$ cat config.mk
export PLATFORM = sky130hd
export DESIGN_NAME = icfp_merge
export DESIGN_NICKNAME = d
export VERILOG_FILES = /design/src/sv/icfp_pkg.sv /design/src/sv/icfp_merge.sv
export SDC_FILE = /design/constraint.sdc
export NUM_CORES = 1
export LEC_CHECK = 0
export ABC_AREA = 1
export BUFFER_PORTS_ARGS = -buffer_cell sky130_fd_sc_hd__buf_4
export CAP_MARGIN = 20
export CORE_MARGIN = 10
export CORE_UTILIZATION = 52
export DETAILED_ROUTE_END_ITERATION = 12
export PLACE_DENSITY_LB_ADDON = 0.2
export SLEW_MARGIN = 20
export SYNTH_ARGS = -nofsm -noshare
export SYNTH_HDL_FRONTEND = slang
export SYNTH_SLANG_ARGS = --single-unit
export TNS_END_PERCENT = 5
$ cat constraint.sdc
create_clock -name clk -period 16.3 [get_ports clk]
set_input_delay 3.26 -clock clk [delete_from_list [all_inputs] [get_ports clk]]
set_output_delay 3.26 -clock clk [all_outputs]
set_load 0.05 [all_outputs]
$ cat src/sv/icfp_pkg.sv
// icfp_pkg: shared types, constants, the crc helper and the frame id helper of the imu can frame packer
// used by every module of the block, depends on nothing

package icfp_pkg;

	localparam int GAIN_W  = 18;
	localparam int LEVEL_W = 16;
	localparam int RAW_W   = 16;
	localparam int SMP_W   = RAW_W + 1;
	localparam int CFG_W   = 18;
	localparam int IDX_W   = 2;
	localparam int ID_W    = 11;
	localparam int CNT_W   = 4;

	localparam int NUM_LANES    = 3;
	localparam int LANE_W       = $clog2(NUM_LANES);
	localparam int SCALE_STAGES = 3;
	localparam int N_STAGES     = SCALE_STAGES + 4;

	localparam logic [LANE_W-1:0] LAST_LANE = LANE_W'(NUM_LANES - 1);

	localparam logic [7:0] CRC_POLY = 8'h1D;
	localparam logic [7:0] CRC_INIT = 8'hFF;
	localparam logic [7:0] CRC_XOR  = 8'hFF;

	localparam logic [ID_W-1:0] ID_YAW   = 11'h174;
	localparam logic [ID_W-1:0] ID_ROLL  = 11'h178;
	localparam logic [ID_W-1:0] ID_PITCH = 11'h17C;

	localparam logic [GAIN_W-1:0]  ACCEL_GAIN_RST     = 18'd62720;
	localparam logic [GAIN_W-1:0]  GYRO_GAIN_RST      = 18'd100000;
	localparam logic [LEVEL_W-1:0] CENTER_OFFSET_RST  = 16'd32768;
	localparam logic [LEVEL_W-1:0] OUTPUT_CEILING_RST = 16'd65534;

	typedef enum logic [IDX_W-1:0] {
		REG_ACCEL_GAIN,
		REG_GYRO_GAIN,
		REG_CENTER_OFFSET,
		REG_OUTPUT_CEILING
	} reg_idx_t;

	typedef struct packed {
		logic signed [RAW_W-1:0] accel_x;
		logic signed [RAW_W-1:0] accel_y;
		logic signed [RAW_W-1:0] accel_z;
		logic signed [RAW_W-1:0] gyro_x;
		logic signed [RAW_W-1:0] gyro_y;
		logic signed [RAW_W-1:0] gyro_z;
	} sample_t;

	typedef struct packed {
		logic [ID_W-1:0]    frame_id;
		logic [LEVEL_W-1:0] rate_value;
		logic [7:0]         status_byte;
		logic [7:0]         spare_byte;
		logic [LEVEL_W-1:0] accel_value;
		logic [7:0]         count_byte;
		logic [7:0]         crc_value;
		logic               last_frame;
	} frame_t;

	// what one lane hands to the merge stage
	typedef struct packed {
		logic [LEVEL_W-1:0] rate;
		logic [LEVEL_W-1:0] accel;
		logic [CNT_W-1:0]   count;
		logic [7:0]         crc;
	} lane_res_t;

	function automatic logic [7:0] crc8_byte(input logic [7:0] crc, input logic [7:0] data);
		logic [7:0] c;
		c = crc ^ data;
		for (int i = 0; i < 8; i++) begin
			c = c[7] ? ({c[6:0], 1'b0} ^ CRC_POLY) : {c[6:0], 1'b0};
		end
		return c;
	endfunction

	function automatic logic [ID_W-1:0] frame_id_of(input logic [LANE_W-1:0] lane);
		logic [ID_W-1:0] id;
		unique case (lane)
			2'd0:    id = ID_YAW;
			2'd1:    id = ID_ROLL;
			default: id = ID_PITCH;
		endcase
		return id;
	endfunction

endpackage

$ cat src/sv/icfp_merge.sv
// icfp_merge: holds the three lane results of one sample and sends them as frames
// depends on icfp_pkg

module icfp_merge import icfp_pkg::*; (
	input  logic      clk,
	input  logic      arst_n,
	input  logic      tail_valid,
	input  lane_res_t lanes [NUM_LANES],
	output logic      load_ok,
	output logic      frame_valid,
	input  logic      frame_ready,
	output frame_t    frame
);

	lane_res_t         buf_q [NUM_LANES];
	logic              full_q;
	logic [LANE_W-1:0] idx_q;
	logic              take;
	logic              beat;
	lane_res_t         cur;

	assign beat    = full_q && frame_ready;
	// a new sample may come in as the last frame of the previous one leaves
	assign load_ok = !full_q || (frame_ready && idx_q == LAST_LANE);
	assign take    = tail_valid && load_ok;

	always_ff @(posedge clk or negedge arst_n) begin
		if (!arst_n) begin
			full_q <= 1'b0;
			idx_q  <= '0;
		end else if (take) begin
			full_q <= 1'b1;
			idx_q  <= '0;
		end else if (beat) begin
			if (idx_q == LAST_LANE)
				full_q <= 1'b0;
			else
				idx_q <= idx_q + 1'b1;
		end
	end

	always_ff @(posedge clk) begin
		if (take) buf_q <= lanes;
	end

	assign cur         = buf_q[idx_q];
	assign frame_valid = full_q;

	always_comb begin
		frame.frame_id    = frame_id_of(idx_q);
		frame.rate_value  = cur.rate;
		frame.status_byte = 8'h00;
		frame.spare_byte  = 8'h00;
		frame.accel_value = cur.accel;
		frame.count_byte  = {4'b0, cur.count};
		frame.crc_value   = cur.crc;
		frame.last_frame  = (idx_q == LAST_LANE);
	end

endmodule

==> run metrics <==
largest net degree at the start of global routing=between 90 and 100; post-CTS setup buffer count=0; Clk Latency, worst-skew pair=between 500 and 600 ps; Leakage=roughly 2.8 nW; vias per cell=a little over 5; Syn Area/Cell=~14 um2; worst r2r path cells=9; Crit. End Element=output pin; worst vdd ir=0.136 mV; routed wire length=~13000 um; Clock Path Buffers=2; Clock Pin Slew Worst Setup and Hold Paths=about 60 ps; critical path arrival=approximately 3900 ps; Max Fclk=140 MHz; # resized after CTS=0; Synth Instances=around 400; total CTS buffers=17; RR Endpoint=buf_q[126]; Max FO, Critical Path=2; RePlAce Congestion=between 0.7 and 0.8; fin crit share=approximately 44%; Post-CTS Hold Fix Bufs=0; grt met3 use=between 8 and 9%; global-route wire length before repair=19900 um; Final Non-Filler Cells=717; via count=around 3700; critical path launch point=frame_ready; Yosys warning total=0; layout cells sized above 1=between 30% and 40%; GRT Overall Usage=17.7%; slew at the pin with the worst max-slew slack=1060 ps; Routed WL per cell=approximately 19 um; drt pass-1 iters=5; Post-DP Area=approximately 0.0067 mm2; status=finished, final reports clean; Worst Setup EP=load_ok; commonest non-fill, non-tap cells in the layout=buf_4, edfxtp_1, o21ai_1; critical path class=in -> out; Antenna Violating Nets Remaining=0; Setup-failing EPs final=0; WP data required=~13000 ps; Hold Violations, Final=0; Total Die Area=between 0.01 and 0.015 mm2; TritonCTS Sinks=between 100 and 150; Final #Nets=710; post-route cell area=0.00722 mm2; CP Launch Type=input pin; Initial Utilization=around 53%; number of remaining DRC errors=0; io pins=~210; dpl hpwl=8940 um; initial antenna violation count=0; P&R area growth vs syn=32.9%; Top Usage Layer GRT=met2; CTS tree=done; Synth Cell Area=~0.0054 mm2; fin. max-slew vios=0; Hold Path Stages=4; RSZ-0062 raised after global routing=false; Die Ht=approximately 120 um; ant diodes=0; commonest non-fill, non-tap cell in the layout=buf_4; PortBufs=184; FF-to-FF setup slack=~13000 ps; Tot Pwr=approximately 1.4 mW; HP Class=reg -> reg; Slew HR=between 20% and 30%; H-tree depth=4; met2 Resource Use GR=28.9%; Netlist cell types=15; root buffer selected by CTS=clkbuf_8; number of global-route vias before repair=between 3000 and 4000; Worst Skew=~6.4 ps; dpl cells=between 600 and 700; max_cap viols=0; row cnt=37; Setup TNS=0 ps; Synth Register Bits=around 140; post-synthesis sequential area ratio=between 70% and 80%; die width=~120 um; grt met1 use=between 10% and 20%; r2r startpoint=idx_q[0]; post-route minimum period=a little over 7000 ps; gr ovfl total=0; DRT iter0 DRCs=approximately 300; PwrDens=between 150 and 200 mW/mm2; core footprint=a little over 0.01 mm2
## registers in the layout, indices dropped and copies added, names as in the netlist
register     count
buf_q          132
frame_valid      1
idx_q            2
## final cells by class
type / count / area [um2]
clock buffer: 19 / 422
clock inverter: 10 / 109
fill: 689 / 3010
inverter: 8 / 42.5
multi-input combinational: 222 / 1030
sequential: 135 / 4040
tap: 136 / 170
timing repair buffer: 187 / 1400
## metrics by stage
stage                     hold slack [ps]  worst slack [ps]  util, %
after floorplan                       750              6750        -
after global placement                629              9190     65.4
after detailed placement              672              9160     65.4
after CTS                             687              9160     70.6
after global routing                  788              9060     70.6
final                                 685              9160     70.6
## cell families after synthesis
| kind of cell | count (synthesis) | synth area share, % |
|---|---|---|
| other cells | 2 | 0.138 |
| compound gates | 88 | 8.10 |
| fa+ha+maj | 3 | 0.691 |
| flops | 135 | 74.3 |
| buf+inv | 60 | 8.68 |
| simple gates | 102 | 8.06 |
## worst min-delay path by stage
stage | startpoint | to
5_1_grt | frame_valid | idx_q[1]
3_5_place_dp | frame_valid | idx_q[1]
2_1_floorplan | idx_q[0] | idx_q[0]
6_report | frame_valid | idx_q[1]
3_3_place_gp | frame_valid | idx_q[0]
4_1_cts | frame_valid | idx_q[1]
## layer usage
metal | vias up | routed length [um]
li1 | 1720 | -
met1 | 1756 | 5020
met2 | 181 | 6710
met3 | 22 | 1500
met4 | 0 | 240
met5 | - | 0
## power breakdown
| group | switching, mW | internal, mW | total [mW] |
|---|---|---|---|
| Clock | 0.132 | 0.213 | 0.345 |
| Sequential | 0.0266 | 0.426 | 0.453 |
| Combinational | 0.468 | 0.166 | 0.635 |
| Total | 0.627 | 0.805 | 1.43 |
## synthesized netlist by cell type
cell / n / area [um2]
nand3_1: 44 / 220
edfxtp_1: 132 / 3960
conb_1: 2 / 7.51
buf_6: 13 / 146
ha_1: 3 / 37.5
buf_4: 35 / 263
dfrtp_1: 3 / 75.1
o21ai_1: 48 / 240
nand2_1: 12 / 45.0
inv_6: 1 / 8.76
buf_2: 4 / 20.0
inv_1: 6 / 22.5
o21ai_0: 40 / 200
nor2_1: 46 / 173
inv_8: 1 / 11.3
## critical path, cell delays in order
cell,delay (ps)
buf_4,110
inv_1,60
nand2_1,60
nand2_1,120
inv_1,80
buf_4,190
Power figures use the tool's default switching activity.
