File: src/sv/icfp_pkg.sv
// icfp_pkg: shared types, constants, the crc helper and the frame id helper of the imu can frame packer
// used by every module of the block, depends on nothing

package icfp_pkg;

	localparam int GAIN_W  = 18;
	localparam int LEVEL_W = 16;
	localparam int RAW_W   = 16;
	localparam int SMP_W   = RAW_W + 1;
	localparam int CFG_W   = 18;
	localparam int IDX_W   = 2;
	localparam int ID_W    = 11;
	localparam int CNT_W   = 4;

	localparam int NUM_LANES    = 3;
	localparam int LANE_W       = $clog2(NUM_LANES);
	localparam int SCALE_STAGES = 3;
	localparam int N_STAGES     = SCALE_STAGES + 4;

	localparam logic [LANE_W-1:0] LAST_LANE = LANE_W'(NUM_LANES - 1);

	localparam logic [7:0] CRC_POLY = 8'h1D;
	localparam logic [7:0] CRC_INIT = 8'hFF;
	localparam logic [7:0] CRC_XOR  = 8'hFF;

	localparam logic [ID_W-1:0] ID_YAW   = 11'h174;
	localparam logic [ID_W-1:0] ID_ROLL  = 11'h178;
	localparam logic [ID_W-1:0] ID_PITCH = 11'h17C;

	localparam logic [GAIN_W-1:0]  ACCEL_GAIN_RST     = 18'd62720;
	localparam logic [GAIN_W-1:0]  GYRO_GAIN_RST      = 18'd100000;
	localparam logic [LEVEL_W-1:0] CENTER_OFFSET_RST  = 16'd32768;
	localparam logic [LEVEL_W-1:0] OUTPUT_CEILING_RST = 16'd65534;

	typedef enum logic [IDX_W-1:0] {
		REG_ACCEL_GAIN,
		REG_GYRO_GAIN,
		REG_CENTER_OFFSET,
		REG_OUTPUT_CEILING
	} reg_idx_t;

	typedef struct packed {
		logic signed [RAW_W-1:0] accel_x;
		logic signed [RAW_W-1:0] accel_y;
		logic signed [RAW_W-1:0] accel_z;
		logic signed [RAW_W-1:0] gyro_x;
		logic signed [RAW_W-1:0] gyro_y;
		logic signed [RAW_W-1:0] gyro_z;
	} sample_t;

	typedef struct packed {
		logic [ID_W-1:0]    frame_id;
		logic [LEVEL_W-1:0] rate_value;
		logic [7:0]         status_byte;
		logic [7:0]         spare_byte;
		logic [LEVEL_W-1:0] accel_value;
		logic [7:0]         count_byte;
		logic [7:0]         crc_value;
		logic               last_frame;
	} frame_t;

	// what one lane hands to the merge stage
	typedef struct packed {
		logic [LEVEL_W-1:0] rate;
		logic [LEVEL_W-1:0] accel;
		logic [CNT_W-1:0]   count;
		logic [7:0]         crc;
	} lane_res_t;

	function automatic logic [7:0] crc8_byte(input logic [7:0] crc, input logic [7:0] data);
		logic [7:0] c;
		c = crc ^ data;
		for (int i = 0; i < 8; i++) begin
			c = c[7] ? ({c[6:0], 1'b0} ^ CRC_POLY) : {c[6:0], 1'b0};
		end
		return c;
	endfunction

	function automatic logic [ID_W-1:0] frame_id_of(input logic [LANE_W-1:0] lane);
		logic [ID_W-1:0] id;
		unique case (lane)
			2'd0:    id = ID_YAW;
			2'd1:    id = ID_ROLL;
			default: id = ID_PITCH;
		endcase
		return id;
	endfunction

endpackage

File: src/sv/icfp_scale.sv
// icfp_scale: floor(sample * gain / 65535) + offset, clamped to 0..ceiling, three stages
// depends on icfp_pkg

module icfp_scale import icfp_pkg::*; (
	input  logic                      clk,
	input  logic [SCALE_STAGES-1:0]   en,
	input  logic signed [SMP_W-1:0]   sample,
	input  logic [GAIN_W-1:0]         gain,
	input  logic [LEVEL_W-1:0]        offset,
	input  logic [LEVEL_W-1:0]        ceiling,
	output logic [LEVEL_W-1:0]        value
);

	logic signed [34:0] prod_full;
	logic signed [34:0] prod_s1;
	logic [18:0]        a_s2;
	logic [19:0]        s_s2;
	logic [LEVEL_W-1:0] value_s3;

	logic [3:0]  c;
	logic [17:0] t;
	logic [19:0] corr;
	logic [19:0] q;
	logic [20:0] v;
	logic [LEVEL_W-1:0] clamped;

	assign prod_full = 35'(sample) * 35'($signed({1'b0, gain}));

	// x = 65536a + b = 65535a + (a + b), so floor(x/65535) = a + floor((a+b)/65535);
	// the same split once more leaves a correction of -1, 0 or +1
	always_comb begin
		c    = s_s2[19:16];
		t    = {{14{c[3]}}, c} + {2'b00, s_s2[15:0]};
		if (t[17])
			corr = '1;
		else if (t >= 18'd65535)
			corr = 20'd1;
		else
			corr = '0;
		q = {a_s2[18], a_s2} + {{16{c[3]}}, c} + corr;
		v = {q[19], q} + {5'b0, offset};
		if (v[20])
			clamped = '0;
		else if (v[19:0] > {4'b0, ceiling})
			clamped = ceiling;
		else
			clamped = v[15:0];
	end

	always_ff @(posedge clk) begin
		if (en[0]) begin
			prod_s1 <= prod_full;
		end
		if (en[1]) begin
			a_s2 <= prod_s1[34:16];
			s_s2 <= {prod_s1[34], prod_s1[34:16]} + {4'b0, prod_s1[15:0]};
		end
		if (en[2]) begin
			value_s3 <= clamped;
		end
	end

	assign value = value_s3;

endmodule

File: src/sv/icfp_lane.sv
// icfp_lane: one frame's worth of work, rate and accel scaling then the frame crc
// depends on icfp_pkg and icfp_scale

module icfp_lane import icfp_pkg::*; (
	input  logic                     clk,
	input  logic [N_STAGES-1:0]      stage_en,
	input  logic signed [SMP_W-1:0]  rate_sample,
	input  logic signed [SMP_W-1:0]  accel_sample,
	input  logic [GAIN_W-1:0]        accel_gain,
	input  logic [GAIN_W-1:0]        gyro_gain,
	input  logic [LEVEL_W-1:0]       center_offset,
	input  logic [LEVEL_W-1:0]       output_ceiling,
	input  logic [CNT_W-1:0]         count,
	output lane_res_t                result
);

	logic [LEVEL_W-1:0] rate_val;
	logic [LEVEL_W-1:0] accel_val;
	logic [CNT_W-1:0]   cnt_s1, cnt_s2, cnt_s3, cnt_s4, cnt_s5, cnt_s6;
	logic [LEVEL_W-1:0] rate_s4, rate_s5, rate_s6, rate_s7;
	logic [LEVEL_W-1:0] accel_s4, accel_s5, accel_s6, accel_s7;
	logic [7:0]         crc_s4, crc_s5, crc_s6, crc_s7;
	logic [CNT_W-1:0]   cnt_s7;

	icfp_scale u_rate (
		.clk     (clk),
		.en      (stage_en[SCALE_STAGES-1:0]),
		.sample  (rate_sample),
		.gain    (gyro_gain),
		.offset  (center_offset),
		.ceiling (output_ceiling),
		.value   (rate_val)
	);

	icfp_scale u_accel (
		.clk     (clk),
		.en      (stage_en[SCALE_STAGES-1:0]),
		.sample  (accel_sample),
		.gain    (accel_gain),
		.offset  (center_offset),
		.ceiling (output_ceiling),
		.value   (accel_val)
	);

	// crc runs two payload bytes per stage, the count byte alone in the last one
	always_ff @(posedge clk) begin
		if (stage_en[0]) cnt_s1 <= count;
		if (stage_en[1]) cnt_s2 <= cnt_s1;
		if (stage_en[2]) cnt_s3 <= cnt_s2;
		if (stage_en[3]) begin
			cnt_s4   <= cnt_s3;
			rate_s4  <= rate_val;
			accel_s4 <= accel_val;
			crc_s4   <= crc8_byte(crc8_byte(CRC_INIT, rate_val[7:0]), rate_val[15:8]);
		end
		if (stage_en[4]) begin
			cnt_s5   <= cnt_s4;
			rate_s5  <= rate_s4;
			accel_s5 <= accel_s4;
			crc_s5   <= crc8_byte(crc8_byte(crc_s4, 8'h00), 8'h00);
		end
		if (stage_en[5]) begin
			cnt_s6   <= cnt_s5;
			rate_s6  <= rate_s5;
			accel_s6 <= accel_s5;
			crc_s6   <= crc8_byte(crc8_byte(crc_s5, accel_s5[7:0]), accel_s5[15:8]);
		end
		if (stage_en[6]) begin
			cnt_s7   <= cnt_s6;
			rate_s7  <= rate_s6;
			accel_s7 <= accel_s6;
			crc_s7   <= crc8_byte(crc_s6, {4'b0, cnt_s6}) ^ CRC_XOR;
		end
	end

	assign result = '{rate: rate_s7, accel: accel_s7, count: cnt_s7, crc: crc_s7};

endmodule

File: config.mk
export PLATFORM = sky130hd
export DESIGN_NAME = icfp_lane
export DESIGN_NICKNAME = d
export VERILOG_FILES = /design/src/sv/icfp_pkg.sv /design/src/sv/icfp_scale.sv /design/src/sv/icfp_lane.sv
export SDC_FILE = /design/constraint.sdc
export NUM_CORES = 2
export LEC_CHECK = 0
export BUFFER_PORTS_ARGS = -buffer_cell sky130_fd_sc_hd__buf_2
export CAP_MARGIN = 20
export CORE_ASPECT_RATIO = 1.75
export CORE_UTILIZATION = 25
export CTS_CLUSTER_DIAMETER = 200
export DETAILED_ROUTE_END_ITERATION = 6
export GPL_TIMING_DRIVEN = 0
export PLACE_DENSITY_LB_ADDON = 0.1
export SYNTH_ARGS = -nofsm -noshare
export SYNTH_HDL_FRONTEND = slang
export SYNTH_SLANG_ARGS = --single-unit
File: constraint.sdc
create_clock -name clk -period 11.34 [get_ports clk]
set_input_delay 1.701 -clock clk [delete_from_list [all_inputs] [get_ports clk]]
set_output_delay 1.701 -clock clk [all_outputs]
set_load 0.03 [all_outputs]
==> summary.txt <==
STA
  – Tcrit/Tclk final: 0.866
  – Achievable frequency: 102 MHz
  – RSZ-0062 raised after global routing: no
  – Fin Clk Skew: 0.0248 ns
  – Slew Limit Fails: 0
  – Least-Margin Pin Slew: 0.986 ns
  – Setup TNS: 0 ns
  – Setup violations, final: 0
  – Slew margin rel.: 0.343
  – Fin crit period: 9.82 ns
  – Final Hold Fails: 0

Drt
  – Pre-antenna DRT Iters: 5
  – Post-DR wirelength/cell: 19.3 um
  – Total detailed-routing wirelength: 118000 um
  – Vias per cell: 4.33
  – Vias: 26500
  – Detail Route Antenna Nets: 0
  – Number of remaining DRC errors: 0
  – Drt first-iter violations: 954

Layout
  – Fin cells: 6126
  – Share of cells above drive strength 1: 0.0571
  – Nets: 5065
  – Fillers: 16900
  – Area added between synthesis and finish: 11.2%
  – Fin util: 0.280

Yosys
  – Post-synthesis cell count: 3865
  – Sequential cell area fraction in the yosys report: 0.276
  – Synth unique cells: 79
  – Synth area leader: edfxtp_1
  – Synth Area in Simple Gates: 0.127
  – Yosys warning count: 0
  – Post-synth top area share: 0.276
  – Dominant synthesized flop cell: edfxtp_1
  – Leading post-synthesis cells by cell area: edfxtp_1, fa_1, ha_1, inv_1, xnor2_1
  – Top-count cell post-synth: inv_1
  – Synth Area in Adders: 0.376
  – Top post-synthesis cells by count: inv_1, fa_1, nand2_1
  – Mapped Nets: 4887
  – Post-synth EDFFs: 368
  – Avg Inst Size Synth: 10.4 sq um
  – Mapped cell area: 40100 sq um
  – Multiplexer share of the synthesized area: 0.00200
  – Largest family of logic cells by synthesized area: adder cells
  – Seq cells post-synth: 368
  – Post-Synth XOR/XNOR Area: 0.0733
  – Synth Area in Compound Gates: 0.0780
  – Ys async rst share: 0

Placement
  – Routability cong.: 0.837
  – Dpl cells: 6065
  – Post-DP HPWL: 102000 um
  – I/O Buffers: 140

Die
  – Area of the core region: 159000 sq um
  – Die Area: 162000 sq um
  – Initial Util: 0.252
  – Die W: 305 um
  – I/O pins: 158
  – Placement Rows: 194
  – DIE HEIGHT: 531 um

Worst setup path
  – Crit start category: flop
  – Crit. End Element: flop
  – Slowest CP cell: a311oi_4
  – FF-to-FF End: u_rate.value[12]
  – R2r setup slk: 1.52 ns
  – Reg2Reg Depth: 38
  – Cell repeated most along the worst path: a21o_1
  – Crit-path max FO: 10
  – CP peak stage delay: 0.72 ns
  – Worst EP arrival: 10.06 ns
  – Required time of the critical path: 11.59 ns
  – Crit path kind: reg2reg
  – R2R Path Start: u_rate.s_s2[16]

GRT
  – First-pass GRT wire length: 179000 um
  – Number of global-route vias before repair: 29500
  – Total grt overflow: 0
  – Total GRT Usage: 0.148
  – Pin count of the biggest net entering global routing: 67
  – Initial antenna violation count: 10

Run
  – Max cap viols: 0

Hold path
  – Min-delay src: accel_s4[7]
  – Worst Hold End: accel_s5[7]
  – Hold Crit Class: reg2reg
  – Hold path cells: 0

Clocking
  – Worst-path clk slew: 0.07 ns
  – CTS max path bufs: 3
  – Hold_buf cts: 0
  – CTS tree: built
  – CTS resizes: 0
  – H-tree levels: 2
  – Num CTS Buffers: 34
  – CTS root buffer: clkbuf_16
  – Clk sink count: 368
  – Worst-skew pair later-pin latency: 0.56 ns
  – Post-CTS Setup Bufs: 0

Run status
  – Outcome: completed
==> cell usage in the layout (no fill, tap or decap), types with 13 or more instances in the layout <==
cell       count
o21bai_1      13
xnor2_1      215
a31oi_1       14
inv_1        619
nor2b_1       31
o21a_1        33
clkbuf_16     34
a21oi_1      126
nand3_1       23
edfxtp_1     368
xor2_1       115
buf_2        139
nand2b_1      56
and2_1       255
nand4_1       20
nor2_1       115
clkbuf_1     104
nor3_1        22
a21o_1        68
ha_1         416
a211oi_1      16
o21ai_0       78
o31ai_1       28
fa_1         492
nand2_1      492
==> metal layers <==
metal  up-vias  global-route usage  share of wire
li1      12900                   -              -
met1     13100               0.146           0.36
met2       397               0.310           0.58
met3       140              0.0100          0.021
met4        14              0.0566          0.040
met5         -                   0        0.00090
==> stage by stage <==
step                cell area (sq um)  hold slack (ns)  worst slack (ns)
finish                          44500            0.399              1.52
floorplan                       40100            0.400              3.08
detailed placement              43400            0.405              1.46
global placement                43300            0.401              1.36
CTS                             44500            0.400              1.42
global route                    44500            0.415              1.01
==> logic make-up after synthesis <==
family	after synthesis
AOI/OAI and AO/OA	468
adders and majority gates	908
buffers and inverters	723
muxes	8
and+or+nand+nor	1058
DFF	368
xor gates and xnor gates	332
==> how the worst max path moves through the flow <==
stage | startpoint | to | slack (ns) | cells after the start
after global placement | u_rate.s_s2[16] | u_rate.value[12] | 1.36 | 38
after global routing | u_rate.s_s2[16] | u_rate.value[12] | 1.01 | 38
after floorplan | u_rate.s_s2[16] | u_rate.value[0] | 3.08 | 37
after detailed placement | u_rate.s_s2[16] | u_rate.value[12] | 1.46 | 38
final | u_rate.s_s2[16] | u_rate.value[12] | 1.52 | 38
after CTS | u_rate.s_s2[16] | u_rate.value[12] | 1.42 | 38
==> registers in the layout, indices dropped and copies added (netlist names), 19 cells and up <==
name and cells:
u_rate.s_s2 20, u_accel.s_s2 20, u_accel.a_s2 19, u_rate.prod_s1 35, u_accel.prod_s1 35, u_rate.a_s2 19
==> worst max-delay path: cells and delay by family (launching register included) <==
kind	cells	cell delay, ns
adder cells (fa/ha/maj)	7	2.19
flip-flops	1	0.47
AO/OA/AOI/OAI	21	5.29
XOR/XNOR	2	0.28
AND/OR/NAND/NOR	6	0.98
buffers and inverters	2	0.29
==> layout make-up <==
class / count / area, sq um / share of cell area
timing repair buffer: 142 / 761 / 0.0171
inverter: 619 / 2320 / 0.0522
sequential: 368 / 11100 / 0.248
tap: 2058 / 2570 / 0.0578
multi-input combinational: 2774 / 26300 / 0.590
clock buffer: 39 / 870 / 0.0195
clock inverter: 19 / 258 / 0.00579
antenna: 3 / 7.51 / 0.000169
buffer: 104 / 414 / 0.00930
Power is left out: the tool's default activity adds up to more than one toggle a clock period on the data nets, which glitch-free logic cannot reach.
